### src/design/qfrc_pkg.sv
`default_nettype none
package qfrc_pkg;

  // pipeline depth of the binary128 adder
  localparam int ADD_STAGES = 6;
  // significand with hidden bit and guard bits
  localparam int MAN_W = 123;
  localparam int GUARD = 10;

  localparam logic [1:0] OP_SUM = 2'd0;
  localparam logic [1:0] OP_MAX = 2'd1;
  localparam logic [1:0] OP_MIN = 2'd2;

  localparam logic REG_OP_MODE = 1'b0;
  localparam logic REG_COMPLEX = 1'b1;

  localparam logic [14:0] EXP_MAX = 15'h7FFF;
  localparam logic [127:0] DEFAULT_NAN = {16'h7FFF, 1'b1, 111'd0};

  typedef logic [127:0] q128_t;

  typedef struct packed {
    q128_t ire;
    q128_t iim;
    q128_t are;
    q128_t aim;
    logic  last;
  } side_t;

  typedef struct packed {
    logic spec;
    logic sub;
    logic sign;
  } add_ctl_t;

  function automatic logic is_nan(input q128_t x);
    return (x[126:112] == EXP_MAX) && (x[111:0] != 112'd0);
  endfunction

  function automatic q128_t f_abs(input q128_t x);
    return {1'b0, x[126:0]};
  endfunction

endpackage
`default_nettype wire

### src/design/qfrc_add.sv
`default_nettype none
module qfrc_add
  import qfrc_pkg::*;
(
  input  wire logic                  clk,
  input  wire logic [ADD_STAGES-1:0] en,
  input  wire q128_t                 a,
  input  wire q128_t                 b,
  output q128_t                      res
);

  // stage 1: specials, order by magnitude, unpack
  add_ctl_t         s1_ctl;
  q128_t            s1_specv;
  logic [14:0]      s1_ea;
  logic [14:0]      s1_d;
  logic [MAN_W-1:0] s1_x;
  logic [MAN_W-1:0] s1_y;

  always_ff @(posedge clk) begin
    logic        swap;
    q128_t       big;
    q128_t       sml;
    logic [14:0] ea;
    logic [14:0] eb;
    if (en[0]) begin
      swap = b[126:0] > a[126:0];
      big  = swap ? b : a;
      sml  = swap ? a : b;
      ea   = big[126:112];
      eb   = sml[126:112];
      s1_ctl.sub  <= big[127] ^ sml[127];
      s1_ctl.sign <= big[127];
      if (is_nan(a)) begin
        s1_ctl.spec <= 1'b1;
        s1_specv    <= a | (q128_t'(1) << 111);
      end else if (is_nan(b)) begin
        s1_ctl.spec <= 1'b1;
        s1_specv    <= b | (q128_t'(1) << 111);
      end else if (ea == EXP_MAX) begin
        s1_ctl.spec <= 1'b1;
        s1_specv    <= (eb == EXP_MAX && big[127] != sml[127]) ? DEFAULT_NAN : big;
      end else begin
        s1_ctl.spec <= 1'b0;
        s1_specv    <= big;
      end
      s1_x  <= {ea != 15'd0, big[111:0], {GUARD{1'b0}}};
      s1_y  <= {eb != 15'd0, sml[111:0], {GUARD{1'b0}}};
      s1_ea <= (ea == 15'd0) ? 15'd1 : ea;
      s1_d  <= ((ea == 15'd0) ? 15'd1 : ea) - ((eb == 15'd0) ? 15'd1 : eb);
    end
  end

  // stage 2: align the smaller operand, sticky into bit 0
  add_ctl_t         s2_ctl;
  q128_t            s2_specv;
  logic [14:0]      s2_ea;
  logic [MAN_W-1:0] s2_x;
  logic [MAN_W-1:0] s2_y;

  always_ff @(posedge clk) begin
    logic [MAN_W-1:0] mask;
    if (en[1]) begin
      mask = ~({MAN_W{1'b1}} << s1_d[6:0]);
      if (s1_d >= 15'(MAN_W)) begin
        s2_y <= {{(MAN_W-1){1'b0}}, |s1_y};
      end else begin
        s2_y <= (s1_y >> s1_d[6:0]) | {{(MAN_W-1){1'b0}}, |(s1_y & mask)};
      end
      s2_ctl   <= s1_ctl;
      s2_specv <= s1_specv;
      s2_ea    <= s1_ea;
      s2_x     <= s1_x;
    end
  end

  // stage 3: add or subtract
  add_ctl_t       s3_ctl;
  q128_t          s3_specv;
  logic [14:0]    s3_ea;
  logic [MAN_W:0] s3_sum;

  always_ff @(posedge clk) begin
    if (en[2]) begin
      s3_sum   <= s2_ctl.sub ? ({1'b0, s2_x} - {1'b0, s2_y}) : ({1'b0, s2_x} + {1'b0, s2_y});
      s3_ctl   <= s2_ctl;
      s3_specv <= s2_specv;
      s3_ea    <= s2_ea;
    end
  end

  // stage 4: carry fix-up or leading zero count
  add_ctl_t         s4_ctl;
  q128_t            s4_specv;
  logic             s4_zero;
  logic [15:0]      s4_ea;
  logic [MAN_W-1:0] s4_s;
  logic [6:0]       s4_sh;

  always_ff @(posedge clk) begin
    logic [6:0]  lz;
    logic [15:0] lim;
    if (en[3]) begin
      lz = 7'd0;
      for (int i = 0; i < MAN_W; i++) begin
        if (s3_sum[i]) lz = 7'(MAN_W - 1 - i);
      end
      lim = {1'b0, s3_ea} - 16'd1;
      s4_ctl   <= s3_ctl;
      s4_specv <= s3_specv;
      if (!s3_ctl.sub) begin
        s4_zero <= 1'b0;
        s4_sh   <= 7'd0;
        if (s3_sum[MAN_W]) begin
          s4_s  <= s3_sum[MAN_W:1] | {{(MAN_W-1){1'b0}}, s3_sum[0]};
          s4_ea <= {1'b0, s3_ea} + 16'd1;
        end else begin
          s4_s  <= s3_sum[MAN_W-1:0];
          s4_ea <= {1'b0, s3_ea};
        end
      end else begin
        s4_zero <= (s3_sum == '0);
        s4_s    <= s3_sum[MAN_W-1:0];
        s4_ea   <= {1'b0, s3_ea};
        s4_sh   <= ({9'd0, lz} < lim) ? lz : lim[6:0];
      end
    end
  end

  // stage 5: normalising shift
  add_ctl_t         s5_ctl;
  q128_t            s5_specv;
  logic             s5_zero;
  logic [15:0]      s5_ea;
  logic [MAN_W-1:0] s5_s;

  always_ff @(posedge clk) begin
    if (en[4]) begin
      s5_s     <= s4_s << s4_sh;
      s5_ea    <= s4_ea - {9'd0, s4_sh};
      s5_ctl   <= s4_ctl;
      s5_specv <= s4_specv;
      s5_zero  <= s4_zero;
    end
  end

  // stage 6: round to nearest even and pack
  always_ff @(posedge clk) begin
    logic [GUARD-1:0] rem;
    logic             rnd;
    logic [113:0]     m;
    logic [112:0]     m2;
    logic [15:0]      e2;
    if (en[5]) begin
      rem = s5_s[GUARD-1:0];
      rnd = (rem > 10'h200) || (rem == 10'h200 && s5_s[GUARD]);
      m   = {1'b0, s5_s[MAN_W-1:GUARD]} + {113'd0, rnd};
      if (m[113]) begin
        m2 = m[113:1] | {112'd0, m[0]};
        e2 = s5_ea + 16'd1;
      end else begin
        m2 = m[112:0];
        e2 = s5_ea;
      end
      if (s5_ctl.spec) begin
        res <= s5_specv;
      end else if (s5_zero) begin
        res <= '0;
      end else if (e2 >= {1'b0, EXP_MAX}) begin
        res <= {s5_ctl.sign, EXP_MAX, 112'd0};
      end else begin
        res <= {s5_ctl.sign, m2[112] ? e2[14:0] : 15'd0, m2[111:0]};
      end
    end
  end

endmodule
`default_nettype wire

### config.mk
export PLATFORM = sky130hd
export DESIGN_NAME = qfrc_add
export DESIGN_NICKNAME = d
export VERILOG_FILES = /design/src/design/qfrc_pkg.sv /design/src/design/qfrc_add.sv
export SDC_FILE = /design/constraint.sdc
export NUM_CORES = 2
export LEC_CHECK = 0
export CAP_MARGIN = 20
export CORE_AREA = 2 2 434 436
export CTS_BUF_LIST = sky130_fd_sc_hd__clkbuf_16
export CTS_CLUSTER_SIZE = 12
export DETAILED_ROUTE_END_ITERATION = 6
export DIE_AREA = 0 0 436 438
export DONT_BUFFER_PORTS = 1
export PLACE_DENSITY = 0.69
export SLEW_MARGIN = 5
export SYNTH_ARGS = -nofsm -noshare
export SYNTH_HDL_FRONTEND = slang
export SYNTH_SLANG_ARGS = --single-unit
### constraint.sdc
create_clock -name clk -period 9.8 [get_ports clk]
set_input_delay 1.96 -clock clk [delete_from_list [all_inputs] [get_ports clk]]
set_output_delay 1.96 -clock clk [all_outputs]
set_load 0.005 [all_outputs]
Yosys cells after proc, flatten, opt, wreduce, memory -nomap -nowiden
Cells that the tools add are included.

Bits in latches: 0. Memories kept: 0. Flip-flop bits (word level): 1714. Bits in read-only memories: 0. Memory bits (writable): 0.

Order comparisons: 5. $add $sub $neg: 8. Divide/modulo/power cells: 0. Shifts and indexed selects: 3. Bitwise operators: 7. Multiplexer cells: 148. Reduce and logical (&&, ||, !) cells: 16. Equal/unequal tests: 6. Multipliers: 0.

Operators by type and width (number): 2-to-1 mux 128 bit (8); 2-to-1 mux 7 bit (125); 2-to-1 mux 123 bit (2); OR 123 x 1 -> 123 bit (2); 2-to-1 mux 113 bit (2); nonzero test 112 bit (2); greater-than comparator 127 bit (1); 2-to-1 mux 127 bit (1); adder 123 x 123 -> 124 bit (1); zero test 124 bit (1); 2-to-1 mux 124 bit (1); subtractor 123 x 123 -> 124 bit (1); bitwise AND 123 bit (1); inverter 123 bit (1); OR reduction 123 bit (1); left shift 123 x 7 -> 123 bit (1); left shift 123 x 7 -> 123 bit, first input constant (1); right shift 123 x 7 -> 123 bit (1); adder 113 x 1 -> 114 bit (1); OR 113 x 1 -> 113 bit (1); OR reduction 113 bit (1); 2-to-1 mux 15 bit (5); equality test 15 bit, second input constant (4); 2-to-1 mux 16 bit (2); other kinds (19) (26).

Longest topological paths before layout
Depth in word-level cells: 126. Depth in mapped cells: 32. Gate-level depth less buffers: 30.

Least setup slack after synthesis
OpenSTA, ideal clock, no wires.

Path kind: input -> register. From: input a[94]. To: register s1_d[14], data pin. Cell stages on the path: 31. Arrival time: 8.005 ns. Setup slack: 1.534 ns. Path buffers: 3. Required time: 9.539 ns. Library setup time: 0.261 ns. Path through: inv_1 > ha_1 > nand4_1 > nor2_1 > nand3_1 > or4_1 > or4_1 > nor4_1 > o2111ai_1 > a31oi_1 > o21ai_1 > clkbuf_1 > clkbuf_1 > clkbuf_1 > nand2_1 > o211ai_1 > ha_1 > fa_1 > nor2b_1 > o21ai_0 > a21boi_0 > o21ai_0 > a21boi_0 > o21ai_0 > a21boi_0 > o21ai_0 > a21boi_0 > o21ai_0 > a21boi_0 > nor4_1 > a311o_1.

Cells in the longest elaborated chain, start to end: 5. Elaborated cells between the ends (all ways): 8. Classes of those cells: add/sub: 1; order compare: 1; mux: 4; reduce/logical: 2.

Ends and longest elaborated chain: start, declared (line qfrc_add.sv:7) `input wire q128_t a,`; greater-than comparator 127 bit * (line qfrc_add.sv:27) `swap = b[126:0] > a[126:0];`; 2-to-1 mux 128 bit, on equally long branches (line qfrc_add.sv:28, qfrc_add.sv:29); zero test 15 bit (line qfrc_add.sv:50) `s1_d <= ((ea == 15'd0) ? 15'd1 : ea) - ((eb == 15'd0) ? 15'd1 : eb);`; 2-to-1 mux 15 bit (line qfrc_add.sv:50); subtractor 15 bit * (line qfrc_add.sv:50); end signal, assigned (line qfrc_add.sv:50); end, declared (line qfrc_add.sv:16) `logic [14:0] s1_d;`.

Every way passes the cells marked *; elsewhere a longest branch is shown, timed or not. A chain may end at the register's enable or synchronous reset.

Worst setup path in the final report
From: input a[90]. To: register s1_d[14], data pin.

The elaborated chain is that of the path after synthesis.

==> flow_summary.toml <==
[clock_network]
cts_tree = "yes"
cts_buffer_depth = 3
cts_hold_buf = 0
cts_sinks = 1714
post_cts_buffers = 0
h-tree-depth = 4
cts_root_buf = "clkbuf_16"
numCtsBuffers = 182
post_cts_resize_count = 0
clock_latency_ps = 870
path_clk_slew_ps = 60

[layout]
final_util_pct = 57.8
final_cell_mix = "1,714 x edfxtp_1, 1,448 x nand2_1, 983 x nor2_1, 597 x o21ai_0, 517 x a21oi_1"
final_cell_area_sq_um = 108000
layout.nets = 9880
layout_commonest_cell = "edfxtp_1"
final_layout_size_suffix_gt1_share_pct = 8.59
stdcell_count = 11800
area_delta_synth_final_pct = 7.92
fillCellCount = 15600

[drt]
remaining_drc_errors = 0
wl_um = 412000
drt-initial-drc-count = 12900
dr.pass1.iters = 7
ant_nets = 0
via_per_inst = 6.74
routedWlPerCell_um = 34.8
vias = 79800

[min_path]
hold_end = "s2_ea[10]"
hold_start = "s1_ea[10]"
hold_depth = 0
hold_class = "reg2reg"

[die]
initial_core_util_pct = 53.5
io_pins = 391
die-area_sq_um = 191000
die_h_um = 438
die_w_um = 436
coreArea_sq_um = 187000
rows = 159

[timing]
finalSetupViolCount = 0
totalNegativeSetupSlack_ps = 0
rsz0062_at_grt = "no"
worst_slack_ps = 1070
whs_ps = 381
fin_crit_ps = 8730
drv_slew = 500
final_hold_viol_count = 0
relSlewSlack_pct = -105
clock-skew-final_ps = 87.4
fmax_mhz = 115
period_share_pct = 89.1
tightest_slew_ps = 3070

[setup_path]
timing.critical_path.arrival_ps = 9290
slowest_stage = "or4_1"
startpoint = "a[90]"
reg2regPathDepth = 14
crit_type = "in2reg"
rr_endpoint = "s3_sum[116]"
startpoint_type = "input port"
max_stage_delay_ps = 650
cp_max_fo = 43
end_kind = "flop"
crit_buf_inv = 5
reg2reg_from = "s2_x[10]"
cp.required_ps = 10360
reg2reg_setup_slack_ps = 3040
crit_family = "compound AO/OA/AOI/OAI gates"

[yosys]
ys_types = 98
ys_seq_area_share_pct = 51.5
synth-seq-cells = 1714
synth_warnings = 0
syn_area_sq_um = 99900
synth_edf_count = 1714
syn-num-nets = 10100
async_flop_share_pct = 0
synth_cells = 9441
syn_area_per_cell_sq_um = 10.6
ys.flop_type = "edfxtp_1"

[run]
maxCapViolCount = 0

[global_routing]
grt_pass1_wl_um = 567000
grt_usage_pct = 42.2
antenna_found_initial = 54
grt.overflow.total = 0
grt_max_degree = 388
grt_pass1_vias = 73400

[placed_design]
gp_congestion = 1.12
dp_hpwl_um = 319000
port_buffers = 0
placed_cell_area_sq_um = 102000
dp.cells = 11500
dp_worst_setup_slack_ps = 430

[power_and_ir_drop]
powerDensity_nw_per_um2 = 207
finalPower_mw = 22.3
leakagePower_nw = 40.8
peakVddDrop_v = 0.000183

[status]
outcome = "finished, violations left"
failed_checks = "slew limit"
-- per-layer routing --
layer / up-vias / wire (um) / global-route usage [%]
met2: 5447 / 174000 / 61.2
met5: - / 462 / 0.868
li1: 34400 / - / -
met4: 34 / 35900 / 30.3
met3: 1166 / 47100 / 12.3
met1: 38800 / 154000 / 54.2
-- where the power goes --
group	switching, mW	internal (mW)
logic	3.92	1.94
clock network	2.99	3.65
registers	0.788	8.98
total	7.70	14.6
-- synth_stat cells, drive strengths merged, types with 177 or more instances --
library cell / number / area share (%)
edfxtp: 1714 / 52
xnor2: 197 / 1.7
ha: 385 / 4.8
nor2: 985 / 3.7
nand2: 1449 / 5.4
mux4: 219 / 4.9
mux2i: 310 / 3.1
inv: 463 / 1.7
a21oi: 518 / 2.6
clkbuf: 397 / 1.5
nor4: 177 / 1.1
o21ai: 648 / 3.3
-- worst max-delay path by stage --
stage                           to  depth (start not counted)  slack, ps
after global placement    s1_d[14]                         31        490
after global routing      s1_d[14]                         31        560
final                     s1_d[14]                         29       1070
after floorplan           s1_d[14]                         31       1530
after CTS                 s1_d[14]                         29       1240
after detailed placement  s1_d[14]                         29        430
-- cell type report --
cell class                 count  area, sq um  share of cell area, %
antenna                       26         65.1                 0.0603
sequential                  1714        51500                   47.7
multi-input combinational   6747        44800                   41.5
tap                         2495         3120                   2.90
clock inverter               100         1100                   1.02
inverter                     468         1770                   1.64
timing repair buffer         116          947                  0.878
clock buffer                 182         4550                   4.22
-- registers in the layout, summed over array words and instances, names as in the netlist, 7 cells and up --
register  cells
s1_ea        15
s5_s        123
s4_s        123
s2_x        113
s3_specv    128
res         128
s4_specv    128
s2_y        123
s4_ea        16
s1_specv    128
s2_ea        15
s1_d         15
s5_specv    128
s3_sum      124
s4_sh         7
s5_ea        16
s1_x        113
s1_y        113
s3_ea        15
s2_specv    128
-- cell families after synthesis --
logic type | count (synthesis) | share of synthesized area, %
compound gates | 2085 | 13.1
xor+xnor | 272 | 2.38
fa+ha+maj | 393 | 4.93
buf+inv | 980 | 3.74
flops | 1714 | 51.5
mux | 677 | 9.71
simple gates | 3320 | 14.6
No activity file was read; power rests on OpenSTA's default activity.
